`src/hdl/pcc_pkg.sv`:
```
// Shared types, codes and saturation helpers for the clamped PID controller.
`timescale 1ns / 1ps

package pcc_pkg;

    localparam int unsigned FRAC_BITS_DEF = 16;

    localparam int unsigned CFG_INDEX_W = 3;
    localparam int unsigned DATA_W      = 32;

    localparam logic OPC_COMPUTE = 1'b0;
    localparam logic OPC_RESET   = 1'b1;

    typedef enum logic [CFG_INDEX_W-1:0] {
        REG_KP      = 3'd0,
        REG_KI      = 3'd1,
        REG_KD      = 3'd2,
        REG_OUT_MIN = 3'd3,
        REG_OUT_MAX = 3'd4
    } cfg_index_t;

    typedef enum logic [3:0] {
        ST_IDLE,
        ST_MUL,
        ST_STORE,
        ST_INT,
        ST_DIV,
        ST_DSAT,
        ST_SUM,
        ST_CLAMP,
        ST_EMIT
    } state_t;

    typedef enum logic [1:0] {
        PROD_P,
        PROD_I,
        PROD_D
    } prod_t;

    // Signed 32-bit result from a magnitude and a sign, saturated.
    function automatic logic [31:0] sat_mag(input logic [63:0] m, input logic neg);
        logic [31:0] r;
        if (neg)
        begin
            r = (m > 64'h0000_0000_8000_0000) ? 32'h8000_0000 : (32'd0 - m[31:0]);
        end
        else
        begin
            r = (m > 64'h0000_0000_7FFF_FFFF) ? 32'h7FFF_FFFF : m[31:0];
        end
        return r;
    endfunction

    // Saturate a 34-bit signed sum to 32 bits.
    function automatic logic signed [31:0] sat34(input logic signed [33:0] v);
        logic signed [31:0] r;
        if (v > 34'sh7FFF_FFFF)
        begin
            r = 32'sh7FFF_FFFF;
        end
        else if (v < -34'sh8000_0000)
        begin
            r = 32'sh8000_0000;
        end
        else
        begin
            r = v[31:0];
        end
        return r;
    endfunction

    // Lower limit tested first; limits off when both are zero.
    function automatic logic signed [31:0] clamp(input logic signed [31:0] v,
                                                 input logic signed [31:0] lo,
                                                 input logic signed [31:0] hi);
        logic signed [31:0] r;
        r = v;
        if (lo != 32'sd0 || hi != 32'sd0)
        begin
            if (v < lo)
            begin
                r = lo;
            end
            else if (v > hi)
            begin
                r = hi;
            end
        end
        return r;
    endfunction

endpackage

```
`src/hdl/pid_controller_clamped.sv`:
```
// Top level of the clamped PID controller with a shared multiplier and serial divider.
`timescale 1ns / 1ps

// A compute item raises m_tvalid after three products on one 32x16
// multiplier (three slices each plus a store), integral update, 64-step restoring divide
// by dt, then saturate, sum, clamp and load. Zero-dt items go straight to the load.
// Reset items finish at accept and give no result. s_tready is high only while idle, so
// compute items wait for the last one to load; a result held by m_tready stalls the next.
// rst_n (asynchronous, active low) clears gains, limits, loop state and output valid.
module pid_controller_clamped #(
    parameter int unsigned FRAC_BITS = pcc_pkg::FRAC_BITS_DEF
) (
    input  logic                              clk,
    input  logic                              rst_n,
    input  logic                              s_tvalid,
    output logic                              s_tready,
    // [31:0] input_value, [63:32] setpoint, [95:64] preset_output, [127:96] timestamp_us
    input  logic [127:0]                      s_tdata,
    // [0] opcode
    input  logic                              s_tuser,
    output logic                              m_tvalid,
    input  logic                              m_tready,
    // [31:0] drive_value
    output logic [31:0]                       m_tdata,
    // [0] held
    output logic                              m_tuser,
    input  logic                              cfg_we,
    input  logic [pcc_pkg::CFG_INDEX_W-1:0]   cfg_index,
    input  logic [pcc_pkg::DATA_W-1:0]        cfg_data
);

    pcc_pkg::state_t state_reg, state_next;
    pcc_pkg::prod_t  prod_reg;

    logic [1:0]         phase_reg;
    logic [5:0]         cnt_reg;
    logic [63:0]        acc_reg;
    logic [31:0]        rem_reg;
    logic [31:0]        dt_reg;
    logic [32:0]        err_mag_reg, nd_mag_reg;
    logic               err_neg_reg, nd_neg_reg;
    logic signed [31:0] p_reg, iterm_reg, d_reg, sum_reg, res_reg;
    logic               res_held_reg;
    logic signed [31:0] integral_reg, last_input_reg;
    logic [31:0]        last_time_reg;
    logic signed [31:0] kp_reg, ki_reg, kd_reg, min_reg, max_reg;
    logic [31:0]        out_data_reg;
    logic               out_held_reg, out_valid_reg;

    // Input fields
    logic signed [31:0] in_value, in_setpoint, in_preset;
    logic [31:0]        in_time;
    logic               in_opcode;

    assign in_value    = s_tdata[31:0];
    assign in_setpoint = s_tdata[63:32];
    assign in_preset   = s_tdata[95:64];
    assign in_time     = s_tdata[127:96];
    assign in_opcode   = s_tuser;

    // Control outputs
    logic in_accept, out_load, mul_last, div_last, dt_zero;

    // Datapath
    logic [31:0]        dt_in;
    logic signed [32:0] err_in, nd_in;
    logic signed [31:0] gain;
    logic [31:0]        gain_mag;
    logic [32:0]        x_mag;
    logic               prod_neg;
    logic [15:0]        chunk;
    logic [47:0]        pp;
    logic [63:0]        pp_ext, pp_shift, acc_mul;
    logic [32:0]        div_shift;
    logic               div_ge;
    logic [31:0]        div_rem;
    logic [63:0]        acc_scaled;
    logic [31:0]        term_sat;
    logic signed [33:0] int_sum, total_sum;

    assign dt_in  = in_time - last_time_reg;
    assign err_in = 33'(in_setpoint) - 33'(in_value);
    assign nd_in  = 33'(last_input_reg) - 33'(in_value);

    always_comb
    begin
        case (prod_reg)
            pcc_pkg::PROD_P: gain = kp_reg;
            pcc_pkg::PROD_I: gain = ki_reg;
            default:         gain = kd_reg;
        endcase
    end

    assign gain_mag = gain[31] ? (32'd0 - gain) : gain;
    assign x_mag    = (prod_reg == pcc_pkg::PROD_D) ? nd_mag_reg : err_mag_reg;
    assign prod_neg = gain[31] ^ ((prod_reg == pcc_pkg::PROD_D) ? nd_neg_reg : err_neg_reg);

    // 33-bit multiplicand in three slices of 16, 16 and 1 bits
    always_comb
    begin
        case (phase_reg)
            2'd0:    chunk = x_mag[15:0];
            2'd1:    chunk = x_mag[31:16];
            default: chunk = {15'd0, x_mag[32]};
        endcase
    end

    assign pp     = gain_mag * chunk;
    assign pp_ext = {16'd0, pp};

    always_comb
    begin
        case (phase_reg)
            2'd0:    pp_shift = pp_ext;
            2'd1:    pp_shift = {pp_ext[47:0], 16'd0};
            default: pp_shift = {pp_ext[31:0], 32'd0};
        endcase
    end

    assign acc_mul = acc_reg + pp_shift;

    // Restoring divide step: remainder always stays below dt
    assign div_shift = {rem_reg, acc_reg[63]};
    assign div_ge    = div_shift >= {1'b0, dt_reg};
    assign div_rem   = div_ge ? 32'(div_shift - {1'b0, dt_reg}) : div_shift[31:0];

    assign acc_scaled = acc_reg >> FRAC_BITS;
    assign term_sat   = pcc_pkg::sat_mag(acc_scaled,
                            (state_reg == pcc_pkg::ST_DSAT) ? (kd_reg[31] ^ nd_neg_reg)
                                                            : prod_neg);

    assign int_sum   = 34'(integral_reg) + 34'(iterm_reg);
    assign total_sum = 34'(p_reg) + 34'(integral_reg) + 34'(d_reg);

    // Next-state logic
    always_comb
    begin
        state_next = state_reg;
        case (state_reg)
            pcc_pkg::ST_IDLE:
            begin
                if (in_accept && in_opcode == pcc_pkg::OPC_COMPUTE)
                begin
                    state_next = dt_zero ? pcc_pkg::ST_EMIT : pcc_pkg::ST_MUL;
                end
            end
            pcc_pkg::ST_MUL:
            begin
                if (mul_last)
                begin
                    state_next = pcc_pkg::ST_STORE;
                end
            end
            pcc_pkg::ST_STORE:
            begin
                case (prod_reg)
                    pcc_pkg::PROD_P: state_next = pcc_pkg::ST_MUL;
                    pcc_pkg::PROD_I: state_next = pcc_pkg::ST_INT;
                    default:         state_next = pcc_pkg::ST_DIV;
                endcase
            end
            pcc_pkg::ST_INT:   state_next = pcc_pkg::ST_MUL;
            pcc_pkg::ST_DIV:
            begin
                if (div_last)
                begin
                    state_next = pcc_pkg::ST_DSAT;
                end
            end
            pcc_pkg::ST_DSAT:  state_next = pcc_pkg::ST_SUM;
            pcc_pkg::ST_SUM:   state_next = pcc_pkg::ST_CLAMP;
            pcc_pkg::ST_CLAMP: state_next = pcc_pkg::ST_EMIT;
            pcc_pkg::ST_EMIT:
            begin
                if (out_load)
                begin
                    state_next = pcc_pkg::ST_IDLE;
                end
            end
            default:           state_next = pcc_pkg::ST_IDLE;
        endcase
    end

    // Control outputs
    always_comb
    begin
        s_tready  = (state_reg == pcc_pkg::ST_IDLE);
        in_accept = s_tvalid && s_tready;
        dt_zero   = (dt_in == 32'd0);
        mul_last  = (phase_reg == 2'd2);
        div_last  = (cnt_reg == 6'd63);
        out_load  = (state_reg == pcc_pkg::ST_EMIT) && (!out_valid_reg || m_tready);
    end

    always_ff @(posedge clk or negedge rst_n)
    begin
        if (!rst_n)
        begin
            state_reg      <= pcc_pkg::ST_IDLE;
            prod_reg       <= pcc_pkg::PROD_P;
            phase_reg      <= 2'd0;
            cnt_reg        <= 6'd0;
            integral_reg   <= 32'sd0;
            last_input_reg <= 32'sd0;
            last_time_reg  <= 32'd0;
            kp_reg         <= 32'sd0;
            ki_reg         <= 32'sd0;
            kd_reg         <= 32'sd0;
            min_reg        <= 32'sd0;
            max_reg        <= 32'sd0;
            out_valid_reg  <= 1'b0;
        end
        else
        begin
            state_reg <= state_next;

            if (cfg_we)
            begin
                case (cfg_index)
                    pcc_pkg::REG_KP:      kp_reg  <= cfg_data;
                    pcc_pkg::REG_KI:      ki_reg  <= cfg_data;
                    pcc_pkg::REG_KD:      kd_reg  <= cfg_data;
                    pcc_pkg::REG_OUT_MIN: min_reg <= cfg_data;
                    pcc_pkg::REG_OUT_MAX: max_reg <= cfg_data;
                    default:              ;
                endcase
            end

            if (in_accept)
            begin
                if (in_opcode == pcc_pkg::OPC_RESET)
                begin
                    last_input_reg <= in_value;
                    integral_reg   <= pcc_pkg::clamp(in_preset, min_reg, max_reg);
                    last_time_reg  <= in_time;
                end
                else if (!dt_zero)
                begin
                    last_input_reg <= in_value;
                    last_time_reg  <= in_time;
                    prod_reg       <= pcc_pkg::PROD_P;
                    phase_reg      <= 2'd0;
                end
            end

            case (state_reg)
                pcc_pkg::ST_MUL:
                begin
                    phase_reg <= mul_last ? 2'd0 : phase_reg + 2'd1;
                end
                pcc_pkg::ST_STORE:
                begin
                    if (prod_reg == pcc_pkg::PROD_P)
                    begin
                        prod_reg <= pcc_pkg::PROD_I;
                    end
                    cnt_reg <= 6'd0;
                end
                pcc_pkg::ST_INT:
                begin
                    integral_reg <= pcc_pkg::clamp(pcc_pkg::sat34(int_sum), min_reg, max_reg);
                    prod_reg     <= pcc_pkg::PROD_D;
                end
                pcc_pkg::ST_DIV:
                begin
                    cnt_reg <= cnt_reg + 6'd1;
                end
                default: ;
            endcase

            if (out_load)
            begin
                out_valid_reg <= 1'b1;
            end
            else if (m_tready)
            begin
                out_valid_reg <= 1'b0;
            end
        end
    end

    // Payload registers
    always_ff @(posedge clk)
    begin
        if (in_accept && in_opcode == pcc_pkg::OPC_COMPUTE)
        begin
            dt_reg       <= dt_in;
            err_neg_reg  <= err_in[32];
            err_mag_reg  <= err_in[32] ? (33'd0 - err_in) : err_in;
            nd_neg_reg   <= nd_in[32];
            nd_mag_reg   <= nd_in[32] ? (33'd0 - nd_in) : nd_in;
            acc_reg      <= 64'd0;
            res_reg      <= integral_reg;
            res_held_reg <= 1'b1;
        end

        case (state_reg)
            pcc_pkg::ST_MUL:
            begin
                acc_reg <= acc_mul;
            end
            pcc_pkg::ST_STORE:
            begin
                rem_reg <= 32'd0;
                case (prod_reg)
                    pcc_pkg::PROD_P:
                    begin
                        p_reg   <= term_sat;
                        acc_reg <= 64'd0;
                    end
                    pcc_pkg::PROD_I:
                    begin
                        iterm_reg <= term_sat;
                        acc_reg   <= 64'd0;
                    end
                    default: ;
                endcase
            end
            pcc_pkg::ST_DIV:
            begin
                rem_reg <= div_rem;
                acc_reg <= {acc_reg[62:0], div_ge};
            end
            pcc_pkg::ST_DSAT:
            begin
                d_reg <= term_sat;
            end
            pcc_pkg::ST_SUM:
            begin
                sum_reg <= pcc_pkg::sat34(total_sum);
            end
            pcc_pkg::ST_CLAMP:
            begin
                res_reg      <= pcc_pkg::clamp(sum_reg, min_reg, max_reg);
                res_held_reg <= 1'b0;
            end
            default: ;
        endcase

        if (out_load)
        begin
            out_data_reg <= res_reg;
            out_held_reg <= res_held_reg;
        end
    end

    assign m_tvalid = out_valid_reg;
    assign m_tdata  = out_data_reg;
    assign m_tuser  = out_held_reg;

endmodule
```
`config.mk`:
```
export PLATFORM = sky130hd
export DESIGN_NAME = pid_controller_clamped
export DESIGN_NICKNAME = d
export VERILOG_FILES = /design/src/hdl/pcc_pkg.sv /design/src/hdl/pid_controller_clamped.sv
export SDC_FILE = /design/constraint.sdc
export NUM_CORES = 2
export LEC_CHECK = 0
export ABC_AREA = 1
export BUFFER_PORTS_ARGS = -buffer_cell sky130_fd_sc_hd__buf_2
export CAP_MARGIN = 30
export CORE_UTILIZATION = 45
export CTS_BUF_LIST = sky130_fd_sc_hd__clkbuf_16
export CTS_CLUSTER_DIAMETER = 80
export DETAILED_ROUTE_END_ITERATION = 16
export GPL_TIMING_DRIVEN = 0
export PLACE_DENSITY = 0.64
export SETUP_SLACK_MARGIN = 0.3
export SKIP_LAST_GASP = 1
export SYNTH_ARGS = -nofsm -noshare
export SYNTH_HDL_FRONTEND = slang
export SYNTH_SLANG_ARGS = --single-unit
export TNS_END_PERCENT = 1
```
`constraint.sdc`:
```
create_clock -name clk -period 23.4 [get_ports clk]
set_input_delay 4.68 -clock clk [delete_from_list [all_inputs] [get_ports clk]]
set_output_delay 4.68 -clock clk [all_outputs]
set_load 0.01 [all_outputs]
```
* Word level (Yosys, flattened, before mapping)
Index checks and enable logic that the tools add are counted.
** Storage, ports and cells
- Bits in registers :: 661
- Word-level logic and storage cells :: 175
- Input bits :: 169
** Cells by class
- Equality and inequality tests :: 24
- Reductions and logical operators :: 31
- $mul :: 1
- Bitwise gates (word level) :: 3
- Add/sub/neg operators :: 14
- Mux-type cells :: 59
- $lt $le $gt $ge :: 13
** Operators with widths (count)
- 32-bit 2-to-1 mux :: 29
- 64-bit case mux with 3 select lines :: 1
- 64-bit 2-to-1 mux :: 2
- 32-bit case mux with 2 select lines :: 2
- 64-bit case mux with 2 select lines :: 1
- 32-bit greater-than comparator :: 3
- 32-bit < comparator :: 3
- 32-bit by 32-bit adder with 33-bit output :: 2
- 1-bit by 33-bit subtractor with 33-bit output (first input constant) :: 2
- 32-bit by 32-bit subtractor with 33-bit output :: 2
- 64-bit adder :: 1
- 32-bit nonzero test :: 2
- 1-bit by 32-bit subtractor with 32-bit output (first input constant) :: 2
- 32-bit subtractor :: 2
- 48-bit by 31-bit greater-than comparator with 1-bit output (second input constant) :: 1
- 48-bit by 32-bit greater-than comparator with 1-bit output (second input constant) :: 1
- 32-bit by 16-bit multiplier with 48-bit output :: 1
- 4-bit case mux with 9 select lines :: 1
- 33-bit by 32-bit adder with 34-bit output :: 1
- 34-bit by 32-bit greater-than comparator with 1-bit output (second input constant) :: 1
- 34-bit by 32-bit < comparator with 1-bit output (second input constant) :: 1
- 33-bit by 32-bit >= comparator with 1-bit output :: 1
- 33-bit by 32-bit greater-than comparator with 1-bit output (second input constant) :: 1
- 33-bit by 32-bit < comparator with 1-bit output (second input constant) :: 1
- 36 further kinds :: 81

* Logic depth before layout (Yosys ltp)
- Depth in word-level cells :: 10
- Mapped depth :: 63

* Worst setup path after synthesis
No wires, ideal clock.
- Path type :: input to register
- Start point :: input port s_tvalid
- End point :: register res_reg[0] (enable)
- Path buffers :: 0
- Setup slack :: 12672 ps
- Data required time :: 23010 ps
- Stages :: 4
- Arrival time :: 10339 ps
- Cell sequence :: nand2_1 -> nor2_1 -> inv_1 -> nand2_1
** On the way
- Cells in the longest elaborated chain, start to end :: 3
** Ends and longest elaborated chain
- start, declared :: line pid_controller_clamped.sv:15 : input logic s_tvalid,
- 1-bit logical AND :: line pid_controller_clamped.sv:188 : in_accept = s_tvalid && s_tready;
- 1-bit logical AND :: line pid_controller_clamped.sv:285 : if (in_accept && in_opcode == pcc_pkg::OPC_COMPUTE)
- 2-bit nonzero test (no source line)
- end signal, assigned :: line pid_controller_clamped.sv:293 : res_reg <= integral_reg;
- end signal, assigned :: line pid_controller_clamped.sv:334 : res_reg <= pcc_pkg::clamp(sum_reg, min_reg, max_reg);
- end, declared :: line pid_controller_clamped.sv:42 : logic signed [31:0] p_reg, iterm_reg, d_reg, sum_reg, res_reg;
No other way between the ends.
A chain may end at the register's enable or synchronous reset.

* Worst setup path after layout
- Start point :: register prod_reg[1]
- End point :: register acc_reg[61]
** On the way
- Cells in the longest elaborated chain, start to end :: 8
** Ends and longest elaborated chain
- start, declared :: line pid_controller_clamped.sv:33 : pcc_pkg::prod_t prod_reg;
- start signal, assigned :: line pid_controller_clamped.sv:200 : prod_reg <= pcc_pkg::PROD_P;
- start signal, assigned :: line pid_controller_clamped.sv:241 : prod_reg <= pcc_pkg::PROD_P;
- start signal, assigned :: line pid_controller_clamped.sv:255 : prod_reg <= pcc_pkg::PROD_I;
- 2-bit by 1-bit equality test with 1-bit output / 2-bit logical NOT (equally long branches) :: line pid_controller_clamped.sv:87, pid_controller_clamped.sv:305
- 32-bit case mux with 2 select lines :: line pid_controller_clamped.sv:87 : case (prod_reg)
- 1-bit by 32-bit subtractor with 32-bit output :: line pid_controller_clamped.sv:94 : assign gain_mag = gain[31] ? (32'd0 - gain) : gain;
- 32-bit 2-to-1 mux :: line pid_controller_clamped.sv:94
- 32-bit by 16-bit multiplier with 48-bit output :: line pid_controller_clamped.sv:108 : assign pp = gain_mag * chunk;
- 64-bit case mux with 2 select lines :: line pid_controller_clamped.sv:113 : case (phase_reg)
- 64-bit adder :: line pid_controller_clamped.sv:120 : assign acc_mul = acc_reg + pp_shift;
- 64-bit case mux with 3 select lines (*) :: line pid_controller_clamped.sv:297 : case (state_reg)
- end signal, assigned :: line pid_controller_clamped.sv:300 : acc_reg <= acc_mul;
- end signal, assigned :: line pid_controller_clamped.sv:322 : acc_reg <= {acc_reg[62:0], div_ge};
- end, declared :: line pid_controller_clamped.sv:37 : logic [63:0] acc_reg;
Every way passes the cells marked *; elsewhere a longest branch is shown, timed or not.

==> results.txt <==
Clock Skew = 0.0509 ns
Final Net Count = 9949
multi-input logic area = 42000 um2
CTS tree = done
WP data required = 24.02 ns
Post-CTS Resized = 0
CP peak stage delay = 0.64 ns
DR DRC count = 0
1st-iter DRT viols = 4966
vias in the first global route = 58.8k
EDFF count, synth = 325
CP Launch Type = flip-flop
clk sinks = 661
top cell type's share of synthesized area = 14.9%
initial antenna violation count = 0
Hold Fails Final Rpt = 0
critical path arrival = 14.82 ns
die area = 148000 um2
Final Setup Violations = 0
Die Span Y = 384 um
HPWL Detailed = 185000 um
Syn. warnings = 0
fillers = 14.1k
fin crit period = 14.19 ns
Seq cells post-synth = 661
top cells by count, synth = nand2_1, inv_1, o21ai_0
via count = 60.5k
Max Cap Viol = 0
critical path endpoint category = flip-flop
post-CTS setup buffer count = 0
vias per inst = 5.65
Worst-path clk slew = 0.06 ns
core region area = 144000 um2
TritonRoute pass-1 iters = 9
die width = 384 um
FF+latch area = 17800 um2
clock root cell = clkbuf_16
Post-Syn Area = 65700 um2
Final Cycle Share = 60.7%
register area share after synthesis = 27.2%
detail-routed net length per standard cell = 21.1 um
H-tree depth = 3
top cells by area, synth = edfxtp_1, fa_1, ha_1
final antenna diode count = 0
post-synthesis average cell area = 7.77 um2
clk buf depth = 3
Max Freq = 70.5 MHz
Slew Viols, Final = 0
Mapped Nets = 9647
number of flip-flops in the largest register = 64
row count = 139
ys flop type = edfxtp_1
PortBufs = 203
most area-hungry cell type in the Yosys netlist = edfxtp_1
Synth cell types = 68
RSZ-0062 raised after global routing = no
Critical-path top delay cell = fa_1
clock network latency to the later pin of the worst-skew pair = 0.71 ns
Cells after Synth = 8452
share of cells above drive strength 1 = 4.90%
largest net degree at the start of global routing = 105
Layout area overhead = 9.68%
most frequent CP cell = nand2_1
fin util = 50.0%
WS Path Type = flip-flop to flip-flop
outcome = finished, final reports clean
setup tns final = 0 ns
asr flop ratio synth = 41.0%
remaining global-route overflow = 0
Critical Path Fanout Max = 10
Slew headroom = 34.1%
routability cong. = 1.01
Worst-Margin Slew = 0.978 ns
first-pass GRT wire length = 344000 um
Worst Hold Class = flip-flop to flip-flop
antenna viol nets, final = 0
boundary pin count = 204
Total GRT Usage = 30.4%
Initial Util = 45.6%
most frequent cell after synthesis = nand2_1
hold_buf cts = 0
total CTS buffers = 79
Total Routed Length = 227000 um
==> path summary, 6_finish.rpt <==
kind	from	end	slack (ns)	cells past startpoint
hold reg to reg	res_reg[20]	m_tdata[20]	0.41	0
min in group asynchronous	rst_n	integral_reg[16]	3.91	1
setup / recovery	prod_reg[1]	acc_reg[61]	9.21	59
max in group asynchronous	rst_n	phase_reg[0]	18.40	2
hold / removal	res_reg[20]	m_tdata[20]	0.41	0
setup reg to reg	prod_reg[1]	acc_reg[61]	9.21	59
==> layer usage <==
| layer | global-route usage [%] | vias up | part of all wire [%] |
|---|---|---|---|
| li1 | - | 28600 | - |
| met1 | 39.2 | 29000 | 41 |
| met2 | 49.5 | 2483 | 46 |
| met3 | 5.43 | 520 | 7.5 |
| met4 | 14.0 | 0 | 5.3 |
| met5 | 0 | - | 0 |
==> critical path, delay by kind of cell, from the launching register on <==
family	cells	cell delay, ns
adders and majority gates	9	4.27
DFF	1	0.53
and+or+nand+nor	25	4.34
AOI/OAI and AO/OA	12	2.23
buffers and inverters	11	1.97
xor gates and xnor gates	2	0.76
==> cell usage in the layout (no fill, tap or decap), types with 8 or more instances in the layout <==
master and n:
a211oi_1 17, a21boi_0 13, a21o_1 27, a21oi_1 620, a221oi_1 13, a22oi_1 24, a31oi_1 48, and3_1 26
buf_1 22, buf_2 224, bufinv_16 9, clkbuf_1 220, clkbuf_16 79, clkinv_1 34, clkinv_2 14, dfrtp_1 271
dfxtp_1 65, edfxtp_1 325, fa_1 457, ha_1 569, inv_1 1274, inv_2 20, nand2_1 1723, nand3_1 263
nand3b_1 8, nand4_1 78, nor2_1 744, nor3_1 67, nor4_1 51, o211ai_1 133, o21a_1 27, o21ai_0 751
o21ai_1 25, o21bai_1 48, o221ai_1 68, o22ai_1 26, o31ai_1 13, or2_2 19, xnor2_1 102, xor2_1 203
==> final cells by class <==
type | count | share of cell area, %
inverters | 1304 | 6.80
flip-flops and latches | 661 | 24.8
clock buffers | 79 | 2.74
clock inverters | 68 | 0.931
repair buffers | 221 | 1.78
well taps | 1903 | 3.30
multi-input cells | 6223 | 58.3
plain buffers | 264 | 1.42
==> stage by stage <==
step	worst slack [ns]	instances	cell area (um2)	hold slack, ns
after detailed placement	9.59	10600	69400	0.405
after global placement	8.49	10600	69100	0.402
after CTS	9.59	10700	72100	0.413
after floorplan	12.67	8452	65700	0.400
final	9.21	10700	72100	0.408
after global routing	8.21	10700	72100	0.419
==> logic make-up after synthesis <==
| logic type | share of synthesized area, % |
|---|---|
| compound gates | 16.2 |
| xor+xnor | 4.07 |
| fa+ha+maj | 24.8 |
| buf+inv | 9.02 |
| flops | 27.2 |
| mux | 0.0152 |
| simple gates | 18.8 |
Power is left out: the tool's default activity adds up to more than one toggle a clock period on the data nets, which glitch-free logic cannot reach.
